## config.mk

```make
export PLATFORM = sky130hd
export DESIGN_NAME = ldse_front
export DESIGN_NICKNAME = d
export VERILOG_FILES = /design/src/rtl/ldse_pkg.sv /design/src/rtl/ldse_front.sv
export SDC_FILE = /design/constraint.sdc
export NUM_CORES = 1
export LEC_CHECK = 0
export BUFFER_PORTS_ARGS = -buffer_cell sky130_fd_sc_hd__buf_4
export CAP_MARGIN = 25
export CORE_MARGIN = 5
export CORE_UTILIZATION = 57
export DETAILED_ROUTE_END_ITERATION = 6
export PLACE_DENSITY_LB_ADDON = 0.1
export SETUP_SLACK_MARGIN = 0.3
export SYNTH_ARGS = -nofsm -noshare
export SYNTH_HDL_FRONTEND = slang
export SYNTH_SLANG_ARGS = --single-unit
export TNS_END_PERCENT = 1
```

## constraint.sdc

```tcl
create_clock -name clock -period 9.3 [get_ports clock]
set_clock_uncertainty 0.1 [all_clocks]
set_input_delay 0.93 -clock clock [delete_from_list [all_inputs] [get_ports clock]]
set_output_delay 0.93 -clock clock [all_outputs]
set_load 0.01 [all_outputs]
```

## src/rtl/ldse_pkg.sv

```systemverilog
// shared types, constants and tables for the kernel block
`default_nettype none
package ldse_pkg;
   localparam int LinW  = 24;
   localparam int DistW = 40;
   localparam int QueueDepth = 4;
   localparam int QueueAw = 2;
   localparam logic signed [LinW-1:0] LinMax = 24'sh7FFFFF;
   localparam logic signed [LinW-1:0] LinMin = -24'sh800000;
   localparam logic [DistW-1:0] DistMax = {DistW{1'b1}};
   localparam logic [16:0] Log2eQ16 = 17'd94548;

   localparam logic [1:0] RegLinOffset = 2'd0;
   localparam logic [1:0] RegLinScale  = 2'd1;
   localparam logic [1:0] RegSeScale   = 2'd2;

   // one finished row pair handed from front to back
   typedef struct packed {
      logic signed [LinW-1:0] lin_sum;
      logic [DistW-1:0]       dist_sum;
   } pair_type;

   function automatic logic [16:0] exp2_tab(input logic [4:0] idx);
      logic [16:0] v;
      case (idx)
         5'd0:  v = 17'd65536;
         5'd1:  v = 17'd62757;
         5'd2:  v = 17'd60097;
         5'd3:  v = 17'd57549;
         5'd4:  v = 17'd55109;
         5'd5:  v = 17'd52773;
         5'd6:  v = 17'd50535;
         5'd7:  v = 17'd48393;
         5'd8:  v = 17'd46341;
         5'd9:  v = 17'd44376;
         5'd10: v = 17'd42495;
         5'd11: v = 17'd40693;
         5'd12: v = 17'd38968;
         5'd13: v = 17'd37316;
         5'd14: v = 17'd35734;
         5'd15: v = 17'd34219;
         default: v = 17'd32768;
      endcase
      return v;
   endfunction
endpackage
`default_nettype wire

```

## src/rtl/ldse_front.sv

```systemverilog
// front end: accumulates row sums and pushes finished pairs
`default_nettype none
module ldse_front import ldse_pkg::*; (
   input  wire logic               clock,
   input  wire logic               reset,
   input  wire logic signed [15:0] lin_offset,
   input  wire logic               in_take,
   input  wire logic signed [15:0] x_elem,
   input  wire logic signed [15:0] y_elem,
   input  wire logic               lin_valid,
   input  wire logic signed [15:0] p_elem,
   input  wire logic signed [15:0] q_elem,
   input  wire logic               se_valid,
   input  wire logic               last_elem,
   output logic                    push,
   output pair_type                push_data
);
   logic signed [LinW-1:0] lin_ff, lin_in;
   logic [DistW-1:0]       dist_ff, dist_in;
   logic signed [LinW+1:0] lin_wide;
   logic signed [16:0]     diff;
   logic [16:0]            adiff;
   logic [DistW:0]         dist_wide;

   // saturating accumulation of both sums
   always_comb begin
      lin_wide = {{2{lin_ff[LinW-1]}}, lin_ff} + 26'(x_elem) + 26'(y_elem)
               - 26'(lin_offset) - 26'(lin_offset);
      diff  = 17'(p_elem) - 17'(q_elem);
      adiff = diff[16] ? 17'(-diff) : 17'(diff);
      dist_wide = {1'b0, dist_ff} + 41'(adiff * adiff);
      lin_in = lin_ff;
      if (lin_valid) begin
         if (lin_wide > 26'(LinMax)) lin_in = LinMax;
         else if (lin_wide < 26'(LinMin)) lin_in = LinMin;
         else lin_in = lin_wide[LinW-1:0];
      end
      dist_in = dist_ff;
      if (se_valid) begin
         dist_in = dist_wide[DistW] ? DistMax : dist_wide[DistW-1:0];
      end
      push = in_take && last_elem;
      push_data.lin_sum  = lin_in;
      push_data.dist_sum = dist_in;
   end

   always_ff @(posedge clock) begin
      if (reset) begin
         lin_ff  <= '0;
         dist_ff <= '0;
      end else if (in_take) begin
         lin_ff  <= last_elem ? '0 : lin_in;
         dist_ff <= last_elem ? '0 : dist_in;
      end
   end
endmodule
`default_nettype wire

```

-- Word level (Yosys, flattened, before mapping)
Index checks and enable logic that the tools add are counted.
Widths: inputs -> output; s select.
- flip-flop bits (word level): 64
- input port bits: 86
- output and inout port bits: 65
- logic and storage cells: 21
- $add $sub $neg: 7
- multipliers: 1
- $lt $le $gt $ge: 2
- mux-type cells: 8
- reduce and logical (&&, ||, !) cells: 1
- operator list (operator ; number):
    $mux 40 ; 3
    $mux 24 ; 4
    $sub 26x26->26 ; 2
    $add 40x34->41 ; 1
    $mul 17x17->34 ; 1
    $add 25x16->26 ; 1
    $gt 26x24->1 const B ; 1
    $lt 26x24->1 const B ; 1
    $add 24x16->25 ; 1
    $mux 17 ; 1
    $neg 17->17 ; 1
    $sub 16x16->17 ; 1
    $logic_and 1x1->1 ; 1

-- Logic depth before layout (Yosys ltp)
- word-level depth: 9
- depth in mapped cells: 38
- gate-level depth less buffers: 36

-- Worst setup path before layout
Ideal clock, no wire load.
- kind: input port to output port
- start point: input p_elem[0]
- end point: output push_data[12] (netlist bit)
- arrival time: 9066 ps
- data required time: 8270 ps
- setup slack: -796 ps
- stages on the path: 33
- buffers on the path: 3
- path through: inv_1 -> ha_1 -> fa_1 -> nor2b_4 -> o21a_1 -> nor2_1 -> xnor2_1 -> nor3_1 -> and4b_1 -> o21a_1 -> nor2_4 -> inv_2 -> buf_2 -> nand2_1 -> fa_1 -> inv_1 -> fa_1 -> fa_1 -> fa_1 -> fa_1 -> inv_1 -> fa_1 -> inv_1 -> ha_1 -> and2_1 -> nand3_1 -> a211o_1 -> a31oi_1 -> o221ai_1 -> a21oi_1 -> clkbuf_1 -> buf_2 -> o22a_1
- RTL lines (item ; RTL line ; text):
    start, declared ; ldse_front.sv:11 ; input wire logic signed [15:0] p_elem,
    end, declared ; ldse_front.sv:16 ; output pair_type push_data

==> results.md <==
* Ports at 151
* Placed insts at 2,728
* DRT iter0 DRCs at 912
* Fmax at 99.3 MHz
* Dpl cell area at 20,200 µm²
* Clock sinks at 64
* CP top delay family: adder cells
* CP most frequent cell: buf_4
* Vias at 15,000
* Initial core utilization at 58.1%
* Seq/Total Area, Yosys at 7.90%
* TritonCTS Buffers at 9
* Mapped cell area at 16,200 µm²
* Crit path time final at 10,070 ps
* Synth area leaders: fa_1 33%, ha_1 12%, inv_1 9.9%, dfxtp_1 7.9%, nor2_1 4.6%
* CTS Root Cell: clkbuf_16
* Buffers & Inverters on Critical Path at 13
* Synth top area share at 32.8%
* Maximum clock insertion buffer count at 2
* Area Growth Syn to Fin at 30.2%
* DRC viols at 0
* Tcrit/Tclk final at 108%
* Critical Setup Path Class: in2out
* Antenna-violating nets left at 0
* GR Util All Layers at 30.6%
* DR pass1 iterations at 5
* First-pass GRT wire length at 77.8 mm
* Syn_area_per_cell at 8.28 µm²
* Vias in the first global route at 15,700
* Core box area at 27,900 µm²
* Netlist cell types at 96
* Share of post-route cells with drive strength above 1 at 27.0%
* Top_reg_cell synth: dfxtp_1
* HPWL after DPL at 38.8 mm
* Type of the worst min-delay path: reg2reg
* Routed WL per cell at 16.8 µm
* Synth async-reset ratio at 0%
* Final worst slack at -769 ps
* Hold-fix buffers, CTS at 0
* YS warnings at 0
* Crit-path max cell delay at 560 ps
* CP required at 8270 ps
* Final Non-Filler Cells at 2,770
* Final hold viol count at 0
* Cells after synthesis at 1,958
* Slowest-stage cell, CP: fa_1
* Layout Nets at 2,893
* Synthesis-stage register bit count at 64
* Final setup violation count at 40
* Max Cap Violations at 0
* Unrepaired setup endpoints after global routing: true
* PortBufs at 150
* Failing checks: negative setup slack
* Gr ovfl total at 0
* Die height at 179 µm
* Number of H-tree levels at 3
* Total Routed Length at 46.6 mm
* DIE AREA at 31,900 µm²
* Nature of the critical path endpoint: output pin
* Max-slew violations at 0
* Number of core rows at 61
* Clock Latency Late Sink at 350 ps
* Largest net degree at the start of global routing at 48
* Outcome: complete, but fails checks
* Die width at 179 µm
* Slew HR at 45.4%
* Layout fillers at 2,136
* Critical Path Start Type: input pin
* Design Area, Final at 21,100 µm²
* Worst-margin pin slew at 819 ps
* Antenna violations before repair at 0
* Global placer's final weighted congestion at 0.998
* Vias per std cell at 5.40
* Clock Pin Slew Worst Setup and Hold Paths at 60 ps
* Crit Path Max Fanout at 12
* Largest area contributor in the netlist: fa_1
* Number of flops mapped to enable cells by yosys at 0
* CP arrival at 9040 ps
* Number of diodes at 0
* CTS tree: yes
synthesized netlist by cell type, types with 5 or more instances:
cell type	n
o22ai_1	5
buf_2	20
o22a_1	13
nand4_1	9
nand2b_1	17
nand3_1	21
a21oi_1	126
xnor2_1	38
o221a_2	9
o21a_1	14
a21o_1	29
o21ai_0	79
mux2i_1	5
dfxtp_1	64
fa_1	266
nand3b_1	6
a21boi_0	6
xor2_1	31
clkbuf_1	43
nor2b_1	13
a31oi_1	17
nor3_1	14
and2_1	32
o211ai_1	13
inv_1	427
nand2_1	155
nor2_1	198
a22o_1	5
a211o_1	5
ha_1	154
a211oi_1	7
worst reg2reg max path, cell delays in order (launching register included):
cell	delay, ps
dfxtp_1	370
inv_1	90
fa_1	540
inv_1	50
fa_1	480
fa_1	510
inv_1	50
fa_1	550
inv_1	50
fa_1	520
ha_4	210
a21o_1	200
a21o_1	150
a221o_1	330
o311ai_2	250
buf_4	200
nand2b_1	100
a211o_1	320
xor2_1	160
nor2_1	150
buf_4	120
a21oi_1	50
repair_timing:
| item | in CTS | in global routing |
|---|---|---|
| buffers inserted | 20 | 3 |
| gates cloned | 2 | 0 |
| resized for setup | 62 | 19 |
| pin swaps | 38 | 9 |
| endpoints found under the setup margin | 57 | 80 |
cell usage in the layout, fill, tap and decap left out, types with 11 or more instances in the layout:
cell type,Yosys,final
inv_1,427,422
a21o_1,29,28
fa_1,266,259
a21oi_2,2,11
nand3_1,21,20
xor2_1,31,30
a31oi_1,17,14
nand2b_1,17,16
nor2b_1,13,12
nor2_1,198,184
conb_1,2,12
buf_4,3,460
a21oi_1,126,112
ha_4,0,12
o22a_1,13,13
ha_1,154,141
nand2_1,155,144
xnor2_1,38,34
and2_1,32,31
o211ai_1,13,13
o21a_1,14,14
o21ai_0,79,73
dfxtp_1,64,64
nor3_1,14,12
nor2_2,1,12
stage by stage:
| step | setup WS [ps] | hold slack, ps | TNS (ps) | util (%) |
|---|---|---|---|---|
| floorplan | -162 | 344 | -3260 | - |
| global placement | -1000 | 360 | -33400 | 72.2 |
| detailed placement | -1060 | 393 | -36440 | 72.2 |
| CTS | -717 | 400 | -26140 | 75.1 |
| global route | -1090 | 434 | -40790 | 75.6 |
| finish | -769 | 401 | -28110 | 75.6 |
flip-flops by register name, summed over array words and instances, names as in the netlist:
name	flops
dist_ff	40
lin_ff	24
worst paths after layout:
kind | startpoint | to | slack, ps | depth (start not counted)
max | p_elem[2] | push_data[13] | -770 | 38
min | lin_ff[22]$_SDFFE_PP0P_ | lin_ff[22]$_SDFFE_PP0P_ | 400 | 2
max reg2reg | dist_ff[14]$_SDFFE_PP0P_ | dist_ff[27]$_SDFFE_PP0P_ | 3600 | 21
min reg2reg | lin_ff[22]$_SDFFE_PP0P_ | lin_ff[22]$_SDFFE_PP0P_ | 400 | 2
kinds of logic after synthesis:
kind of cell / share of synthesized area, %
buffers and inverters: 11.9
and+or+nand+nor: 14.5
AOI/OAI and AO/OA: 15.7
muxes: 0.602
adders and majority gates: 44.7
DFF: 7.90
other: 0.0463
xor gates and xnor gates: 4.60
layout make-up:
| type | count | area, µm² | area share, % |
|---|---|---|---|
| Clock buffer | 9 | 225 | 1.07 |
| Clock inverter | 7 | 72.6 | 0.344 |
| Inverter | 431 | 1640 | 7.74 |
| Multi-Input combinational cell | 1404 | 13700 | 64.9 |
| Sequential cell | 64 | 1280 | 6.07 |
| Tap cell | 378 | 473 | 2.24 |
| Timing Repair Buffer | 477 | 3730 | 17.7 |
metal layers:
layer / share of wire, % / routed length [µm] / vias up / global-route usage (%)
met3: 7.8 / 3630 / 74 / 5.86
met4: 2.2 / 1010 / 0 / 7.36
li1: - / - / 7063 / -
met1: 43 / 20200 / 7317 / 42.4
met2: 47 / 21800 / 514 / 49.9
met5: 0 / 0 / - / 0
Power is left out: the tool's default activity adds up to more than one toggle a clock period on the data nets, which glitch-free logic cannot reach.
