**src/rtl/ldse_pkg.sv**
```systemverilog
// shared types, constants and tables for the kernel block
`default_nettype none
package ldse_pkg;
   localparam int LinW  = 24;
   localparam int DistW = 40;
   localparam int QueueDepth = 4;
   localparam int QueueAw = 2;
   localparam logic signed [LinW-1:0] LinMax = 24'sh7FFFFF;
   localparam logic signed [LinW-1:0] LinMin = -24'sh800000;
   localparam logic [DistW-1:0] DistMax = {DistW{1'b1}};
   localparam logic [16:0] Log2eQ16 = 17'd94548;

   localparam logic [1:0] RegLinOffset = 2'd0;
   localparam logic [1:0] RegLinScale  = 2'd1;
   localparam logic [1:0] RegSeScale   = 2'd2;

   // one finished row pair handed from front to back
   typedef struct packed {
      logic signed [LinW-1:0] lin_sum;
      logic [DistW-1:0]       dist_sum;
   } pair_type;

   function automatic logic [16:0] exp2_tab(input logic [4:0] idx);
      logic [16:0] v;
      case (idx)
         5'd0:  v = 17'd65536;
         5'd1:  v = 17'd62757;
         5'd2:  v = 17'd60097;
         5'd3:  v = 17'd57549;
         5'd4:  v = 17'd55109;
         5'd5:  v = 17'd52773;
         5'd6:  v = 17'd50535;
         5'd7:  v = 17'd48393;
         5'd8:  v = 17'd46341;
         5'd9:  v = 17'd44376;
         5'd10: v = 17'd42495;
         5'd11: v = 17'd40693;
         5'd12: v = 17'd38968;
         5'd13: v = 17'd37316;
         5'd14: v = 17'd35734;
         5'd15: v = 17'd34219;
         default: v = 17'd32768;
      endcase
      return v;
   endfunction
endpackage
`default_nettype wire

```
**src/rtl/ldse_queue.sv**
```systemverilog
// short fifo of finished row pairs
`default_nettype none
module ldse_queue import ldse_pkg::*; (
   input  wire logic clock,
   input  wire logic reset,
   input  wire logic push,
   input  pair_type  push_data,
   input  wire logic pop,
   output logic      not_empty,
   output logic      not_full,
   output pair_type  head
);
   pair_type mem [QueueDepth];
   logic [QueueAw-1:0] wp_ff, rp_ff;
   logic [QueueAw:0]   cnt_ff;

   assign not_empty = cnt_ff != '0;
   assign not_full  = cnt_ff != (QueueAw+1)'(QueueDepth);
   assign head = mem[rp_ff];

   always_ff @(posedge clock) begin
      if (push) mem[wp_ff] <= push_data;
   end

   // pointers and fill count
   always_ff @(posedge clock) begin
      if (reset) begin
         wp_ff <= '0;
         rp_ff <= '0;
         cnt_ff <= '0;
      end else begin
         if (push) wp_ff <= wp_ff + 1'b1;
         if (pop) rp_ff <= rp_ff + 1'b1;
         cnt_ff <= cnt_ff + (QueueAw+1)'(push) - (QueueAw+1)'(pop);
      end
   end

   assert property (@(posedge clock) disable iff (reset) !(push && !not_full))
      else $error("push into full queue");
   assert property (@(posedge clock) disable iff (reset) !(pop && !not_empty))
      else $error("pop from empty queue");
   assert property (@(posedge clock) disable iff (reset)
      (push && !pop) |=> cnt_ff == $past(cnt_ff) + 1'b1)
      else $error("fill count lost a push");
endmodule
`default_nettype wire

```
**config.mk**
```make
export PLATFORM = sky130hd
export DESIGN_NAME = ldse_queue
export DESIGN_NICKNAME = d
export VERILOG_FILES = /design/src/rtl/ldse_pkg.sv /design/src/rtl/ldse_queue.sv
export SDC_FILE = /design/constraint.sdc
export NUM_CORES = 1
export LEC_CHECK = 0
export BUFFER_PORTS_ARGS = -buffer_cell sky130_fd_sc_hd__buf_2
export CAP_MARGIN = 20
export CORE_UTILIZATION = 51
export CTS_CLUSTER_DIAMETER = 60
export DETAILED_ROUTE_END_ITERATION = 10
export GPL_TIMING_DRIVEN = 1
export PLACE_DENSITY = 0.78
export SYNTH_ARGS = -nofsm -noshare
export SYNTH_HDL_FRONTEND = slang
export SYNTH_SLANG_ARGS = --single-unit
```
**constraint.sdc**
```tcl
create_clock -name clock -period 2.52 [get_ports clock]
set_clock_uncertainty 0.1 [all_clocks]
set_input_delay 0 -clock clock [delete_from_list [all_inputs] [get_ports clock]]
set_output_delay 0 -clock clock [all_outputs]
set_load 0.005 [all_outputs]
```
* After elaboration in Yosys (flattened, before gate mapping)
Memories as Yosys holds them, arrays and structs flattened. A register that Yosys moved wholly into a read port is not among the register bits. Cells that the tools add are included. Widths: inputs -> output; s select.
Operators by class: equality and inequality tests 1, muxes and demuxes 4, reductions and logical operators 1, $add $sub $neg 4
Operators with widths (number):
- $add 2x1->2 const B | 2
- $mux 2 | 2
- $add 3x1->3 | 1
- $ne 3x3->1 const B | 1
- $reduce_bool 3->1 | 1
- $sub 3x1->3 | 1
- $mux 1 | 2
Storage, ports and cells: word-level logic and storage cells 14, output and inout port bits 66, bits in writable memories 256, register bits after elaboration 7, memories kept 1, input port bits 68
Memory list:
- mem | words 4, width 64, read ports 1, clocked after Yosys merged registers in 1, wr ports 1, RTL line ldse_queue.sv:13 | pair_type mem [QueueDepth];

* Logic depth before layout (Yosys ltp)
Gate-level depths: netlist of run 1.
depth in word-level cells 3, depth in mapped cells 8, mapped depth without buffers 8

* Worst setup path after synthesis of run 1
Ideal clock, no wire load.
kind register to register, from reg wp_ff[0], to mem mem[2][0] (netlist name) (enable), slack -0.056 ns, required time 1.991 ns, arrival 2.048 ns, stages on the path, launching flop included 4, path through dfxtp_1 -> inv_1 -> ha_1 -> and2_1
RTL lines:
- from (decl) | RTL line ldse_queue.sv:14 | logic [QueueAw-1:0] wp_ff, rp_ff;
- from (signal assigned) | RTL line ldse_queue.sv:32 | if (push) wp_ff <= wp_ff + 1'b1;
- to (decl) | RTL line ldse_queue.sv:13
Straight into the memory's write port.

==> flow_summary.ini, run 1 <==
[floorplanning]
die-area_um2 = 19700
ios = 134
dieWidth_um = 140
start_util_pct = 52.1
core.rowCount = 50
core_um2 = 18700
die_h_um = 140

[detailed_routing]
dr.pass1.iters = 6
routed_wirelength_um = 18000
via_per_inst = 5.42
ant_nets = 0
drc = 0
vias = 4629
wire_per_inst_um = 21.1
dr.first_iter.drc_count = 294

[timing]
finalCritPeriodShare_pct = 91.6
grt_setup_unrepaired = no
finalSetupTns_ns = 0
hold_violations = 0
setup_viol = 0
hold_ws_ns = 0.128
max_freq_ghz = 0.433
drv_slew = 0
worst_pin_slew_ns = 0.536
relSlewSlack_pct = 64.3
layout_setup_ws_ns = 0.210
fin_crit_ns = 2.31

[yosys]
synth_area_per_cell_um2 = 25.9
synth_top_family_by_area = multiplexers
syn_nets = 452
synth_seq_cells = 265
synth_mux_area_share_pct = 15.0
synth_xor_area_share_pct = 0.411
yosysTopAreaCellShare_pct = 78.9
synth_area_um2 = 9750
syn_inst = 377
synth.distinct_cells = 23
seq_area_frac_synth_pct = 80.7
synth_compound_area_share_pct = 0.154
synthAdderAreaFrac_pct = 0.975
ys_warn_count = 0
synth.largest_area_cell = edfxtp_1
synth-simple-area-share_pct = 0.770
synth_area_leaders = edfxtp_1, mux4_2, dfxtp_1

[power]
vdd_drop_max_v = 0.000535
p_per_area_nw_per_um2 = 815
leakage_uw = 0.00423

[critical_path]
path_cells = buf_4 > mux4_2 > buf_2
critPathRequiredTime_ns = 2.42
r2r-end = mem[0][8]$_DFFE_PP_
reg2reg_depth = 4
cp_slowest_stage_delay_ns = 0.62
worst-path-stages = 3
critPathSlowestCell = dfxtp_4
path_max_fanout = 21
cp.arrival_ns = 2.21
critPathTopFamily = flip-flops
crit_path_end_kind = output port
path_buf_inv = 2
crit-reg2reg-launch = wp_ff[0]$_SDFFE_PP0P_
regToRegSetupSlack_ns = 0.70
cp-start-kind = register
critical_path_class = reg -> out

[clock_tree]
cts_buffers = 26
clock_path_buffers = 3
cts_resized = 0
cts_tree = done
cts_sinks = 265
htree_levels = 1
root_buffer = clkbuf_16
clk_latency_ns = 0.51
path_clk_slew_ns = 0.06

[global_route]
grt_pass1_wl_um = 27600
gr-total-overflow = 0
grt.total_usage_pct = 18.8
antenna_found_initial = 0
grt_max_degree = 39
grt_pass1_vias = 4961

[worst_hold_path]
min_to = mem[0][11]$_DFFE_PP_
min_from = push_data[11]
hold_depth = 2
hold_class = in -> reg

[final_layout]
final_nets = 676
n_fill_cell = 1207
diodes = 0
drive_gt1_share_pct = 39.7
syn_to_final_growth_pct = 25.8

[job]
maxCapViolations = 0

[run_status]
status = finished clean

[placement]
gp_congestion = 0.685
port_buffers = 133
place_hpwl_um = 10700
pre_cts_ws_ns = 0.733
==> synth_stat cells <==
cell type	count
a21bo_2	1
nor2b_1	1
ha_1	6
a21oi_1	1
xnor3_1	1
nand3b_1	1
and2_1	4
or3_1	1
inv_1	5
dfxtp_1	9
buf_6	1
buf_12	6
mux4_2	60
edfxtp_1	256
mux2i_1	1
nand2_1	1
nor2_1	7
fa_1	1
buf_2	6
xnor2_1	2
clkbuf_2	1
clkbuf_1	1
mux4_1	4
==> per-layer routing <==
metal  vias to the layer above  part of all wire (%)  global-route usage, %
met3                        27                   5.5                   3.28
met4                         0                   1.8                   5.09
met5                         -                     0                      0
li1                       2053                     -                      -
met2                       158                    51                   32.1
met1                      2391                    42                   25.2
==> registers in the layout, summed over array words and instances, names as in the netlist, named ones only <==
| signal | count |
|---|---|
| cnt_ff | 3 |
| rp_ff | 2 |
| mem | 256 |
| wp_ff | 2 |
==> per-stage QoR <==
step	total power, µW	util, %	area (µm²)	cells
after floorplan	5740	-	9750	377
after global placement	6100	57.3	10700	739
after detailed placement	6140	57.3	10700	739
after CTS	10100	65.5	12300	854
after global routing	10300	65.5	12300	854
final	9990	65.5	12300	854
==> cell families (layout without fill, tap and decap cells) <==
kind of cell	after synthesis	in the layout
adder cells (fa/ha/maj)	7	7
XOR/XNOR	3	3
AND/OR/NAND/NOR	15	15
AO/OA/AOI/OAI	2	2
buffers and inverters	20	263
flip-flops	265	265
multiplexers	65	65
==> report_power, final <==
group / switching [µW] / leakage [µW] / internal, µW
Sequential: 98.7 / 0.00243 / 5070
Combinational: 433 / 0.00138 / 529
Clock: 1500 / 0.000423 / 2360
Total: 2030 / 0.00423 / 7950
==> worst max path at each step <==
stage                           from              endpoint  slack (ns)
2_1_floorplan  wp_ff[0]$_SDFFE_PP0P_   mem[2][0]$_DFFE_PP_        0.64
3_3_place_gp                register              head[31]        0.74
3_5_place_dp   wp_ff[1]$_SDFFE_PP0P_  mem[1][42]$_DFFE_PP_        0.73
4_1_cts                     register              head[46]        0.19
5_1_grt                     register              head[39]        0.08
6_report                    register              head[39]        0.21
==> layout by cell type (no fill, tap or decap), types with 2 or more instances in the layout <==
| master | instances |
|---|---|
| and2_4 | 4 |
| buf_12 | 7 |
| buf_2 | 133 |
| buf_4 | 3 |
| bufinv_16 | 4 |
| clkbuf_1 | 7 |
| clkbuf_16 | 27 |
| clkinv_1 | 4 |
| clkinv_2 | 5 |
| dfxtp_1 | 7 |
| dfxtp_4 | 2 |
| dlygate4sd3_1 | 68 |
| edfxtp_1 | 256 |
| ha_1 | 6 |
| inv_1 | 5 |
| mux4_1 | 4 |
| mux4_2 | 60 |
| nor2_1 | 7 |
| xnor2_1 | 2 |
==> worst reg2reg max path, delay by kind of cell (launching register included) <==
family	cells	cell delay, ns
simple gates	1	0.43
fa+ha+maj	1	0.18
flops	1	0.35
buf+inv	2	0.43
==> repair_timing <==
item | CTS | global route
hold endpoints to repair | 265 | 0
setup endpoints to repair | 0 | 0
hold buffers | 68 | 0
buffers inserted | 0 | 0
==> cell type report <==
type | count | area (µm²) | share of cell area, %
clock buffers | 34 | 702 | 5.73
clock inverters | 13 | 160 | 1.31
inverters | 5 | 18.8 | 0.153
multi-input cells | 92 | 1700 | 13.9
flip-flops and latches | 265 | 7880 | 64.2
well taps | 234 | 293 | 2.39
repair buffers | 211 | 1510 | 12.3
(Power assumes the default switching activity.)
==> inputs of run 2 (changes only) <==
Settings changed: ABC_AREA from default to 1, CORE_UTILIZATION 51 to 52, PLACE_DENSITY 0.78 to 0.79.
==> run 2 against run 1 <==
  * Utilization is 0.76 points higher
  * Sequential cell count stayed put
  * Register-to-register slack worse by 0.30 ns
  * Wire length is 11% higher
  * Via count is 39% higher
  * Critical endpoint is now head[36]
  * Final area is 5.9% higher
  * Sequential share of layout area is 3.6 points lower
==> flow_summary.ini, run 2 <==
[timing]
setup_viol = 0
hold_ws_ns = 0.115
drv_slew = 0
layout_setup_ws_ns = 0.385
grt_setup_unrepaired = no
finalCritPeriodShare_pct = 84.7
max_freq_ghz = 0.468
finalSetupTns_ns = 0
relSlewSlack_pct = 59.8
hold_violations = 0
fin_crit_ns = 2.14
worst_pin_slew_ns = 0.603

[clock_tree]
cts_tree = done
cts_buffers = 26
clock_path_buffers = 3
root_buffer = clkbuf_16
cts_sinks = 265
cts_setup_buffers = 0
htree_levels = 1
path_clk_slew_ns = 0.06
clk_latency_ns = 0.50

[global_route]
gr-total-overflow = 0
grt_max_degree = 81
grt.total_usage_pct = 19.4
grt_pass1_vias = 6335
antenna_found_initial = 0
grt_pass1_wl_um = 31100

[critical_path]
path_max_fanout = 42
path_cells = buf_4 > a21oi_1 > o21ai_0 > nand2_1 > buf_2
critPathSlowestCell = dfxtp_4
critical_path_class = reg -> out
cp.arrival_ns = 2.04
cp_slowest_stage_delay_ns = 0.63
cp-start-kind = register
crit_path_end_kind = output port
critPathRequiredTime_ns = 2.42

[power]
vdd_drop_max_v = 0.000625
leakage_uw = 0.00511
p_per_area_nw_per_um2 = 756

[final_layout]
syn_to_final_growth_pct = 24.5
largest_register_ffs = 256
drive_gt1_share_pct = 18.8
largest-register = mem
fin_area_um2 = 13000
diodes = 0
fin_cells = 1287
reg_top3 = mem (256), cnt_ff (3)
final_nets = 1077
layout_commonest_cell = edfxtp_1
layout_common_cells = edfxtp_1, inv_1, nand2_1

[detailed_routing]
drc = 0
ant_nets = 0
vias = 6451
dr.pass1.iters = 4
wire_per_inst_um = 15.5
via_per_inst = 5.01
dr.first_iter.drc_count = 402
routed_wirelength_um = 19900

[placement]
gp_congestion = 0.723
place_hpwl_um = 11400
placed_area_um2 = 11500
pre_cts_ws_ns = 0.766
post-place-cells = 1171
port_buffers = 133

[job]
maxCapViolations = 0

[floorplanning]
start_util_pct = 53.2
die_h_um = 144
die-area_um2 = 20600
core_um2 = 19600
ios = 134
core.rowCount = 51
dieWidth_um = 144

[yosys]
syn_inst = 801
synth_area_per_cell_um2 = 13.0
async_flop_share_pct = 0
seq_area_frac_synth_pct = 75.4
syn_nets = 876
synth_area_leaders = edfxtp_1, inv_1, nand2_1
ys_warn_count = 0
synth.distinct_cells = 16
synth_seq_cells = 265
yosysMostFrequentCell = edfxtp_1
synth_area_um2 = 10400
yosysTopAreaCellShare_pct = 73.7
synth.largest_area_cell = edfxtp_1
synth_edf_count = 256
synth_ff_type = edfxtp_1
synth_common_cells = edfxtp_1, inv_1, nand2_1

[worst_hold_path]
hold_class = in -> reg

[run_status]
status = finished clean
## run 2: final cells by class
cell class,instances,area [µm²]
Fill cell,1346,6600
Timing Repair Buffer,215,1600
Inverter,143,537
Clock buffer,30,666
Multi-Input combinational cell,351,1800
Tap cell,265,332
Clock inverter,18,175
Sequential cell,265,7880
## run 2: worst max-delay path: cells and delay by family (launching register included)
family / cells / cell delay [ns]
flip-flops: 1 / 0.63
buffers and inverters: 2 / 0.54
AO/OA/AOI/OAI: 2 / 0.22
AND/OR/NAND/NOR: 1 / 0.14
## run 2: final timing paths
kind	from	end	slack (ns)	depth (start not counted)
worst min register to register	rp_ff[1]$_SDFFE_PP0P_	register	0.37	2
worst min-delay path	reset	cnt_ff[0]$_SDFF_PP0_	0.12	3
worst max register to register	cnt_ff[0]$_SDFF_PP0_	cnt_ff[1]$_SDFF_PP0_	0.40	8
worst max-delay path	register	head[36]	0.38	5
## run 2: kinds of logic (layout without fill, tap and decap cells)
group,count (synthesis),in the layout,share of synthesized area (%)
fa+ha+maj,7,7,0.912
simple gates,142,142,5.15
buf+inv,185,406,7.28
compound gates,202,202,11.2
flops,265,265,75.4
## run 2: routing by layer
layer / wire length, µm / vias up / GRT usage (%)
met1: 8210 / 3085 / 24.1
met3: 939 / 26 / 3.30
met4: 325 / 0 / 4.54
met2: 10500 / 149 / 35.4
li1: - / 3191 / -
met5: 0 / - / 0
## run 2: where the power goes
group          leakage (µW)  switching, µW  internal (µW)
Sequential          0.00243           79.6           5040
Combinational       0.00227            535            400
Clock              0.000410           1560           2200
## run 2: stage by stage
step | utilization [%] | total power, µW
2_1_floorplan | - | 5650
3_3_place_gp | 58.5 | 6020
3_5_place_dp | 58.5 | 6050
4_1_cts | 66.3 | 9870
5_1_grt | 66.3 | 10200
6_report | 66.3 | 9810
## run 2: repair_timing
item	in CTS	in global routing
hold buffers	68	0
resized for setup	0	0
hold endpoints to repair	265	0
==> inputs of run 3 (changes only) <==
Clock period 2.52 ns to 1.9 ns, I/O delays scaled along.
==> run 3 against run 2 <==
  * Worst hold slack worse by 0.0099 ns
  * Combinational power is 40% higher
  * Utilization is 0.15 points higher
  * Sequential cell count stayed put
  * Die area stayed put
  * Final area is 0.23% higher
  * Final cell count stayed put
  * Largest power group unchanged
==> flow_summary.ini, run 3 (same netlist as run 2, synthesis figures left out) <==
[power]
vdd_drop_max_v = 0.000721
p_per_area_nw_per_um2 = 979
leakage_uw = 0.00508

[final_layout]
layout_commonest_cell = edfxtp_1
largest_register_ffs = 256
reg_top3 = mem (256), cnt_ff (3)
syn_to_final_growth_pct = 24.8
drive_gt1_share_pct = 19.8
fin_area_um2 = 13000
n_fill_cell = 1348
final_nets = 1080
largest-register = mem
layout_common_cells = edfxtp_1, inv_1, buf_2
fin_cells = 1287

[floorplanning]
dieWidth_um = 144
die_h_um = 144
core.rowCount = 51
core_um2 = 19600
start_util_pct = 53.2
die-area_um2 = 20600
ios = 134

[global_route]
grt_pass1_wl_um = 30400
gr-total-overflow = 0
grt_max_degree = 101
grt.total_usage_pct = 19.1
grt_pass1_vias = 6191
antenna_found_initial = 3

[detailed_routing]
vias = 6541
ant_nets = 0
dr.first_iter.drc_count = 480
dr.pass1.iters = 6
routed_wirelength_um = 20800
wire_per_inst_um = 16.2
drc = 0
via_per_inst = 5.08

[worst_hold_path]
hold_depth = 3
hold_class = in -> reg

[critical_path]
worst-path-stages = 5
reg2reg_depth = 5
crit_path_end_kind = output port
path_cells = buf_16 > a21oi_1 > o21ai_0 > nand2_1 > buf_2
path_buf_inv = 2
critical_path_class = reg -> out
cp_slowest_stage_delay_ns = 0.50
path_max_fanout = 50
cp.arrival_ns = 1.74
cp-start-kind = register
critPathTopFamily = flip-flops
critPathSlowestCell = dfxtp_4
critPathRequiredTime_ns = 1.80

[timing]
max_freq_ghz = 0.544
drv_slew = 0
layout_setup_ws_ns = 0.0611
worst_pin_slew_ns = 0.350
finalCritPeriodShare_pct = 96.8
hold_violations = 0
relSlewSlack_pct = 76.6
grt_setup_unrepaired = yes
finalSetupTns_ns = 0
fin_crit_ns = 1.84
setup_viol = 0

[clock_tree]
root_buffer = clkbuf_16
clock_path_buffers = 3
clk_latency_ns = 0.51
cts_buffers = 26
htree_levels = 1
cts_tree = done
path_clk_slew_ns = 0.06
cts_sinks = 265

[placement]
post-place-cells = 1172
placed_area_um2 = 11500
gp_congestion = 0.721
place_hpwl_um = 11200
port_buffers = 133
pre_cts_ws_ns = 0.257

[run_status]
status = finished clean

[job]
maxCapViolations = 0
## run 3: cell types whose count changed in the layout (fill, tap and decap cells not counted), moves of 3 or more
cell        change
buf_12          -6
buf_16          +3
buf_4           +4
clkbuf_1        +3
clkbuf_16       +4
clkinv_2        -3
clkinvlp_4      +3
ha_1            -3
ha_2            +3
nand2_1         -5
nand2_2         +5
o21ai_0         -3
o21ai_1         +3
## run 3: final cells by class
type / count / area, µm² / area share (%)
clock buffers: 34 / 702 / 5.39
well taps: 265 / 332 / 2.55
diodes: 2 / 5.00 / 0.0384
flip-flops and latches: 265 / 7880 / 60.5
repair buffers: 218 / 1660 / 12.7
multi-input cells: 351 / 1820 / 14.0
clock inverters: 9 / 68.8 / 0.529
inverters: 143 / 552 / 4.24
## run 3: metrics by stage
step / hold slack, ns / util (%) / power [µW]
after floorplan: -0.0333 / - / 7500
after global placement: 0.0922 / 58.5 / 7980
after detailed placement: 0.0942 / 58.5 / 8020
after CTS: 0.0854 / 65.9 / 12800
after global routing: 0.105 / 66.5 / 13200
final: 0.106 / 66.5 / 12700
## run 3: power breakdown
group          internal (µW)  switching (µW)  total, µW
clock network           2710            1970       4670
logic                    549             761       1310
registers               6680            77.1       6760
## run 3: timing repair
action | in CTS | in global routing
hold buffers | 67 | 0
buffers inserted | 0 | 0
setup endpoints to repair | 9 | 27
pin swaps | 0 | 1
endpoints found under the hold margin | 266 | 0
gates cloned | 0 | 3
gates resized for setup | 1 | 10
## run 3: final timing paths
path	startpoint	endpoint	slack, ns
min reg2reg	rp_ff[1]$_SDFFE_PP0P_	register	0.36
max	register	head[41]	0.06
max reg2reg	wp_ff[0]$_SDFFE_PP0P_	mem[2][55]$_DFFE_PP_	0.25
min	reset	cnt_ff[1]$_SDFF_PP0_	0.11
## run 3: worst reg2reg max path, stage by stage, from the launching register on
cell and delay [ns]:
dfxtp_2 0.35, inv_2 0.06, ha_2 0.18, nand2_2 0.07, clkinvlp_4 0.29, buf_4 0.33
## run 3: routing by layer
layer | GRT usage [%] | share of wire [%] | vias to the layer above
met3 | 3.40 | 5.7 | 34
met4 | 6.10 | 1.8 | 2
met2 | 34.0 | 51 | 173
met5 | 0 | 0.048 | -
met1 | 23.7 | 41 | 3146
li1 | - | - | 3186
